## src/hw/rtl/asaa_pkg.sv

```systemverilog
// Shared types, command codes and mask helpers for the aligned square atlas allocator.
// Used by asaa_band_check and aligned_square_atlas_allocator_top; depends on nothing.
`default_nettype none

package asaa_pkg;

	localparam int GRID    = 32;
	localparam int COORD_W = $clog2(GRID);
	localparam int CNT_W   = COORD_W + 1;
	localparam int LOG_W   = 3;
	localparam logic [LOG_W-1:0] MAX_LOG = LOG_W'(COORD_W);

	typedef logic [GRID-1:0] asaa_row_t;

	typedef enum logic [1:0] {
		CMD_CLEAR    = 2'd0,
		CMD_ALLOCATE = 2'd1,
		CMD_RESERVE  = 2'd2
	} asaa_cmd_code_t;

	typedef struct packed {
		logic [1:0]         command;
		logic [LOG_W-1:0]   size_log;
		logic [COORD_W-1:0] want_x;
		logic [COORD_W-1:0] want_y;
	} asaa_req_t;

	typedef struct packed {
		logic               ok;
		logic [COORD_W-1:0] placed_x;
		logic [COORD_W-1:0] placed_y;
	} asaa_rsp_t;

	typedef struct packed {
		logic               hit;
		logic [COORD_W-1:0] x;
	} asaa_hit_t;

	// Square side minus one, valid for sides that fit the grid.
	function automatic logic [COORD_W-1:0] side_mask(input logic [LOG_W-1:0] slog);
		logic [CNT_W-1:0] s;
		s = (CNT_W'(1) << slog) - CNT_W'(1);
		return s[COORD_W-1:0];
	endfunction

	// Columns covered by a square of side 2**slog whose first column is x.
	function automatic asaa_row_t span_mask(input logic [LOG_W-1:0] slog,
			input logic [COORD_W-1:0] x);
		logic [CNT_W-1:0] side;
		asaa_row_t ones;
		side = CNT_W'(1) << slog;
		ones = ~({GRID{1'b1}} << side);
		return ones << x;
	endfunction

endpackage

`default_nettype wire

```

## src/hw/rtl/asaa_band_check.sv

```systemverilog
// Per-row test of all aligned column positions of a band, plus first-fit selection.
// Depends on asaa_pkg.
`default_nettype none

module asaa_band_check (
	input  asaa_pkg::asaa_row_t          row,
	input  asaa_pkg::asaa_row_t          acc,
	input  asaa_pkg::asaa_row_t          pick,
	input  logic [asaa_pkg::LOG_W-1:0]   slog,
	output asaa_pkg::asaa_row_t          acc_next,
	output asaa_pkg::asaa_hit_t          hit
);
	import asaa_pkg::*;

	logic [COORD_W-1:0] smask;
	asaa_row_t          free;
	asaa_row_t          sel;

	// A position stays a candidate only while every row of the band is free under it.
	always_comb begin
		smask = side_mask(slog);
		for (int i = 0; i < GRID; i++) begin
			free[i] = ((COORD_W'(i) & smask) == '0) &&
				((row & span_mask(slog, COORD_W'(i))) == '0);
		end
		acc_next = acc & free;
		sel      = acc_next & pick;
		hit.hit  = |sel;
		hit.x    = '0;
		for (int i = GRID - 1; i >= 0; i--) begin
			if (sel[i]) begin
				hit.x = COORD_W'(i);
			end
		end
	end

endmodule

`default_nettype wire

```

## src/hw/rtl/aligned_square_atlas_allocator_top.sv

```systemverilog
// Aligned square atlas allocator: 32x32 occupancy bitmap with first-fit square placement.
// Clear and rejected commands answer without leaving idle; reserve scans its own band and
// allocate scans up to all 32 rows, one row per cycle, and the band of a placed square is then
// read again and written back. Throughput: one transaction at a time; busy stays high until
// the result strobe, set by the single bitmap read port feeding the band checker.
// Reset clears the bitmap through per-row valid flops at once; results cannot be stalled.
`default_nettype none

module aligned_square_atlas_allocator_top (
	input  logic                 clk,
	input  logic                 arst_n,
	input  logic                 start,
	input  asaa_pkg::asaa_req_t  req,
	output logic                 busy,
	output logic                 done,
	output asaa_pkg::asaa_rsp_t  rsp
);
	import asaa_pkg::*;

	typedef enum logic [2:0] {
		ST_IDLE = 3'b001,
		ST_SCAN = 3'b010,
		ST_MARK = 3'b100
	} asaa_state_t;

	asaa_state_t        state_q;
	logic               done_q;
	asaa_rsp_t          rsp_q;

	// Transaction context captured at acceptance.
	logic [LOG_W-1:0]   slog_q;
	logic               rsv_q;
	logic [COORD_W-1:0] wx_q;
	logic [COORD_W-1:0] px_q;

	// Row sequencer: iss_q is the next row to read, end_q one past the last row.
	logic [CNT_W-1:0]   iss_q;
	logic [CNT_W-1:0]   end_q;
	logic               dv_q;
	logic [COORD_W-1:0] drow_q;
	asaa_row_t          acc_q;

	// Bitmap storage. A row whose valid bit is low reads as empty, so a clear only drops the valid bits.
	asaa_row_t          mem_q [GRID];
	logic [GRID-1:0]    vld_q;
	asaa_row_t          rdata_q;

	logic               rd_en;
	logic               wr_en;
	asaa_row_t          wr_data;
	logic [COORD_W-1:0] smask;
	logic [CNT_W-1:0]   side;
	asaa_row_t          pick;
	logic               band_end;
	logic               last_row;
	logic [COORD_W-1:0] band_y;
	logic               clr_go;
	asaa_row_t          acc_next;
	asaa_hit_t          hit;

	// Request decode helpers for the accept cycle.
	logic [COORD_W-1:0] req_smask;
	logic [CNT_W-1:0]   req_side;
	logic               req_big;
	logic               req_misaligned;

	assign busy = (state_q != ST_IDLE);
	assign done = done_q;
	assign rsp  = rsp_q;

	always_comb begin
		smask     = side_mask(slog_q);
		side      = CNT_W'(1) << slog_q;
		pick      = rsv_q ? (GRID'(1) << wx_q) : '1;
		rd_en     = (state_q != ST_IDLE) && (iss_q < end_q);
		band_end  = dv_q && ((drow_q & smask) == smask);
		last_row  = ({1'b0, drow_q} == (end_q - CNT_W'(1)));
		band_y    = drow_q & ~smask;
		wr_en     = (state_q == ST_MARK) && dv_q;
		wr_data   = rdata_q | span_mask(slog_q, px_q);
		clr_go    = (state_q == ST_IDLE) && start && (req.command == CMD_CLEAR);

		req_big        = (req.size_log > MAX_LOG);
		req_smask      = side_mask(req.size_log);
		req_side       = CNT_W'(1) << req.size_log;
		req_misaligned = ((req.want_x & req_smask) != '0) || ((req.want_y & req_smask) != '0);
	end

	// The shared band checker folds one bitmap row per cycle into the candidate vector.
	asaa_band_check u_band (
		.row      (rdata_q),
		.acc      (acc_q),
		.pick     (pick),
		.slog     (slog_q),
		.acc_next (acc_next),
		.hit      (hit)
	);

	always_ff @(posedge clk) begin
		if (wr_en) begin
			mem_q[drow_q] <= wr_data;
		end
		if (rd_en) begin
			rdata_q <= vld_q[iss_q[COORD_W-1:0]] ? mem_q[iss_q[COORD_W-1:0]] : '0;
		end
	end

	always_ff @(posedge clk or negedge arst_n) begin
		if (!arst_n) begin
			vld_q <= '0;
		end else if (clr_go) begin
			vld_q <= '0;
		end else if (wr_en) begin
			vld_q[drow_q] <= 1'b1;
		end
	end

	// Sequencer. A scan walks rows band by band; on a hit the band's rows are
	// read again and written back with the square's columns set.
	always_ff @(posedge clk or negedge arst_n) begin
		if (!arst_n) begin
			state_q <= ST_IDLE;
			done_q  <= 1'b0;
			rsp_q   <= '0;
			slog_q  <= '0;
			rsv_q   <= 1'b0;
			wx_q    <= '0;
			px_q    <= '0;
			iss_q   <= '0;
			end_q   <= '0;
			dv_q    <= 1'b0;
			drow_q  <= '0;
			acc_q   <= '1;
		end else begin
			done_q <= 1'b0;
			if (rd_en) begin
				iss_q  <= iss_q + CNT_W'(1);
				dv_q   <= 1'b1;
				drow_q <= iss_q[COORD_W-1:0];
			end else begin
				dv_q <= 1'b0;
			end

			case (state_q)
				ST_IDLE: begin
					if (start) begin
						slog_q <= req.size_log;
						rsv_q  <= (req.command == CMD_RESERVE);
						wx_q   <= req.want_x;
						acc_q  <= '1;
						dv_q   <= 1'b0;
						rsp_q  <= '0;
						case (req.command)
							CMD_CLEAR: begin
								rsp_q.ok <= 1'b1;
								done_q   <= 1'b1;
							end
							CMD_ALLOCATE: begin
								if (req_big) begin
									done_q <= 1'b1;
								end else begin
									iss_q   <= '0;
									end_q   <= CNT_W'(GRID);
									state_q <= ST_SCAN;
								end
							end
							CMD_RESERVE: begin
								if (req_big || req_misaligned) begin
									done_q <= 1'b1;
								end else begin
									iss_q   <= {1'b0, req.want_y};
									end_q   <= {1'b0, req.want_y} + req_side;
									state_q <= ST_SCAN;
								end
							end
							default: begin
								done_q <= 1'b1;
							end
						endcase
					end
				end
				ST_SCAN: begin
					if (dv_q) begin
						if (band_end) begin
							if (hit.hit) begin
								px_q    <= hit.x;
								rsp_q.placed_x <= hit.x;
								rsp_q.placed_y <= band_y;
								iss_q   <= {1'b0, band_y};
								end_q   <= {1'b0, band_y} + side;
								dv_q    <= 1'b0;
								state_q <= ST_MARK;
							end else if (last_row) begin
								rsp_q   <= '0;
								done_q  <= 1'b1;
								state_q <= ST_IDLE;
							end else begin
								acc_q <= '1;
							end
						end else begin
							acc_q <= acc_next;
						end
					end
				end
				ST_MARK: begin
					if (dv_q && last_row) begin
						rsp_q.ok <= 1'b1;
						done_q   <= 1'b1;
						state_q  <= ST_IDLE;
					end
				end
				default: begin
					state_q <= ST_IDLE;
				end
			endcase
		end
	end

`ifndef NO_ASSERTIONS
	// The result strobe always coincides with the block being free for the next transaction.
	a_done_not_busy: assert property (@(posedge clk) disable iff (!arst_n)
		done |-> !busy)
		else $error("result strobe while busy");

	// A failed transaction reports a zero corner.
	a_fail_zero: assert property (@(posedge clk) disable iff (!arst_n)
		(done && !rsp.ok) |-> (rsp.placed_x == '0 && rsp.placed_y == '0))
		else $error("failed result with nonzero corner");

	// An accepted transaction either finishes at once or holds the block busy.
	a_accept_progress: assert property (@(posedge clk) disable iff (!arst_n)
		(start && !busy) |=> (done || busy))
		else $error("accepted transaction dropped");

	// A placed square is aligned to its own side.
	a_aligned: assert property (@(posedge clk) disable iff (!arst_n)
		(done && rsp.ok && !$past(clr_go)) |->
			(((rsp.placed_x | rsp.placed_y) & smask) == '0))
		else $error("placed square not aligned");

	// Bitmap rows are written only while marking a found square.
	a_write_in_mark: assert property (@(posedge clk) disable iff (!arst_n)
		wr_en |-> (state_q == ST_MARK && rsp_q.ok == 1'b0))
		else $error("bitmap write outside of marking");
`endif

endmodule

`default_nettype wire
```

## config.mk

```make
export PLATFORM = sky130hd
export DESIGN_NAME = aligned_square_atlas_allocator_top
export DESIGN_NICKNAME = d
export VERILOG_FILES = /design/src/hw/rtl/asaa_pkg.sv /design/src/hw/rtl/asaa_band_check.sv /design/src/hw/rtl/aligned_square_atlas_allocator_top.sv
export SDC_FILE = /design/constraint.sdc
export NUM_CORES = 1
export LEC_CHECK = 0
export BUFFER_PORTS_ARGS = -buffer_cell sky130_fd_sc_hd__buf_2
export CAP_MARGIN = 25
export CORE_UTILIZATION = 40
export DETAILED_ROUTE_END_ITERATION = 8
export GPL_TIMING_DRIVEN = 0
export PLACE_DENSITY_LB_ADDON = 0.08
export SYNTH_ARGS = -nofsm -noshare
export SYNTH_HDL_FRONTEND = slang
export SYNTH_SLANG_ARGS = --single-unit
```

## constraint.sdc

```tcl
create_clock -name clk -period 5.8 [get_ports clk]
set_input_delay 0.29 -clock clk [delete_from_list [all_inputs] [get_ports clk]]
set_output_delay 0.29 -clock clk [all_outputs]
set_load 0.02 [all_outputs]
```

==> reports/summary.txt <==
Clock latency on the worst-skew pair = 770 ps
Crit path max fanout = 10
Die footprint = 129,900 um^2
Setup WS pre-CTS = -2771 ps
Pin count of the biggest net entering global routing = 58
Top layer in use = met4
Post-Syn Area = 51,400 um^2
Syn Area/Cell = 16.44 um^2
Initial antenna violation count = 3
Setup crit end kind = register
Syn Nets = 3,167
Placed insts = 4,919
Worst setup path class = reg2reg
Worst Setup Start Kind = register
Setup violations, final = 0
Routed vias = 32.46k
Yosys cell types = 100
First-pass GRT wire length = 266,700 um
Ys Warns = 0
Post-route insts no fill = 5,190
Status = complete, no violations
First DRT Iteration DRCs = 3,660
Total of max-cap violations = 0
# port buffers = 29
Number of global-route vias before repair = 32.84k
Fmax = 0.1732 GHz
Tot Pwr = 36.09 mW
Primary FF master, synth = edfxtp_1
Actual slew at the worst max-slew pin = 1166 ps
Row count = 131
Req. time, crit path = 6410 ps
Final core utilization = 47.48%
Tmin final = 5772 ps
Metal2 WL = 95,400 um
Final nets = 3,464
CTS root buf = clkbuf_16
Compound-Gate Fraction of Synth Area = 7.729%
Setup tns final = 0 ps
Number of routed nets with antenna violations = 0
WL met1 = 79,600 um
Reg-to-reg slack, setup = 30 ps
Post-synth EDFFs = 1,056
VDD IR max = 0.3941 mV
Worst min-delay path class = in2async
CTS clk-pin slew, worst paths = 70 ps
Largest family of logic cells by synthesized area = multiplexers
All-Layer GR Usage = 29.75%
Area growth, synth to finish = 17.81%
Pwr dens = 596.1 nW/um^2
Die height = 360.5 um
Total gr overflow = 0
CTS Buf Count = 130
Async set-or-reset flop fraction in the synthesized netlist = 9.512%
CTS max path bufs = 3
WL/cell = 37.08 um
Static Leak = 19.64 nW
Xor and xnor area share after synthesis = 0.3725%
Endpoints failing hold = 0
Core Region = 127,500 um^2
Fillers = 10.90k
Total clock sinks = 1,167
DRC = 0
Final hold slack = 42.78 ps
Routability congestion estimate from global placement = 0.9208
Number of synthesized register bits = 1,167
Post-Synthesis Cells = 3,126
Final Cell Area = 60,550 um^2
Total wire length = 192,400 um
Drt pass-1 iters = 6
Mux contribution to synthesized area = 15.59%
Share of layout cells above drive strength 1 = 25.17%
CP arrival = 6380 ps
Wire length on met3 = 10,430 um
Final setup margin = 27.90 ps
DP Wirelength = 138,600 um
Max-slew violations = 0
Synth Area in Adders = 0.5745%
Post-Synth Simple-Gate Area = 6.295%
IO Count = 31
RSZ-0062 raised after global routing = true
Fin crit share = 99.52%
Worst slew margin = 22.24%
CTS tree = done
H-tree levels = 4
Clock skew = 39.61 ps
Die W = 360.5 um
DP Area = 55,700 um^2
Register area share after synthesis = 67.18%
DR vias/cell = 6.254
Starting Density = 40.30%
-- critical path, cell delays in order, from the launching register on --
cell and delay, ps:
dfrtp_1 470, buf_4 220, nor2_1 390, clkbuf_4 400, buf_2 400, nand2_1 190, ha_1 210, buf_2 230
nand4bb_1 540, nand2_4 350, a2111oi_0 200, buf_1 240, nand4_1 220, o31ai_4 170, a211oi_1 400, nor3_1 140
o31ai_2 630, o2bb2ai_2 200
-- layer usage --
metal	vias to the layer above	GRT usage, %
met4	0	11.25
met1	17560	39.65
met5	-	0
met2	1331	49.62
met3	303	4.120
li1	13260	-
-- synthesized netlist by cell type (8+ instances only) --
library cell / n / area [um^2]
nor2b_1: 26 / 162.7
nand4_1: 23 / 143.9
nor2_1: 221 / 829.6
nor3b_1: 12 / 90.09
a2111oi_0: 12 / 105.1
buf_2: 33 / 165.2
o22ai_1: 21 / 131.4
clkbuf_1: 154 / 578.1
nand2b_1: 26 / 162.7
or3_1: 9 / 56.30
and3_1: 10 / 62.56
inv_1: 45 / 168.9
o21ai_1: 10 / 50.05
nor4_1: 9 / 56.30
ha_1: 22 / 275.3
a21o_1: 24 / 180.2
buf_1: 32 / 120.1
a21oi_1: 114 / 570.6
o21ai_0: 137 / 685.7
edfxtp_1: 1056 / 31710
o21bai_1: 19 / 142.6
mux4_2: 330 / 7432
and2_1: 13 / 81.33
o2111ai_1: 13 / 113.9
a221oi_1: 11 / 96.34
o211ai_1: 12 / 90.09
dfrtp_1: 78 / 1952
a22oi_1: 12 / 90.09
mux2i_1: 50 / 500.5
or2_2: 10 / 62.56
o2bb2ai_1: 8 / 70.07
o21a_1: 41 / 307.8
o31ai_1: 12 / 90.09
a31oi_1: 43 / 269.0
nor3_1: 46 / 230.2
buf_4: 10 / 75.07
nand2_1: 145 / 544.3
dfstp_2: 33 / 867.1
xnor2_1: 13 / 113.9
a221o_1: 10 / 100.1
a211oi_1: 27 / 202.7
nand3_1: 35 / 175.2
nand3b_1: 11 / 82.58
-- cell type report --
type | count | area, um^2 | area share, %
sequential | 1167 | 34530 | 57.03
multi-input combinational | 1677 | 16280 | 26.89
clock buffer | 159 | 3383 | 5.588
timing repair buffer | 166 | 2263 | 3.738
tap | 1662 | 2079 | 3.434
buffer | 231 | 1077 | 1.779
clock inverter | 74 | 733.2 | 1.211
inverter | 50 | 190.2 | 0.3141
antenna | 4 | 10.01 | 0.01653
-- sequential cells by signal, indices dropped and copies added (netlist names) --
signal and flops:
iss_q 6, acc_q 32, rsv_q 1, done 1, vld_q 32, end_q 6, dv_q 1, state_q 3
rdata_q 32, wx_q 5, slog_q 3, mem_q 1024, px_q 5, drow_q 5, rsp 11
-- cells in the final DEF (no fill, tap or decap), drive strengths merged, types with 27 or more instances in the layout --
cell type and instances:
a211oi 27, a21oi 114, a31oi 43, buf 234
clkbuf 312, clkinv 61, dfrtp 78, dfstp 33
edfxtp 1056, inv 55, mux2i 50, mux4 330
nand2 146, nand3 35, nor2 221, nor3 47
o21a 41, o21ai 149
-- worst paths after layout --
path,depth (start not counted),endpoint,from
max in group asynchronous,3,acc_q[9],arst_n
min,2,state_q[1],arst_n
min reg2reg,1,vld_q[14],vld_q[14]
min in group clk,4,iss_q[1],req[1]
max reg2reg,17,px_q[1],slog_q[2]
max,17,px_q[1],slog_q[2]
-- cell families after synthesis --
kind of cell               after synthesis
AOI/OAI and AO/OA                      597
xor gates and xnor gates                21
and+or+nand+nor                        649
buffers and inverters                  282
DFF                                   1167
muxes                                  387
adders and majority gates               23
-- timing repair --
action | in CTS | in global routing
buffers inserted | 11 | 8
hold buffers | 10 | 0
hold endpoints to repair | 89 | 0
setup endpoints to repair | 1089 | 355
gates resized for setup | 71 | 30
pin swaps | 7 | 5
-- report_power, final --
part / internal, mW / leakage, nW / switching, mW / total, mW
Sequential: 11.2 / 10.9 / 0.462 / 11.7
Clock: 4.48 / 1.99 / 3.52 / 8.00
Combinational: 5.49 / 6.74 / 10.9 / 16.4
Total: 21.2 / 19.6 / 14.9 / 36.1
Note: power is estimated with default switching activity, not from simulation.
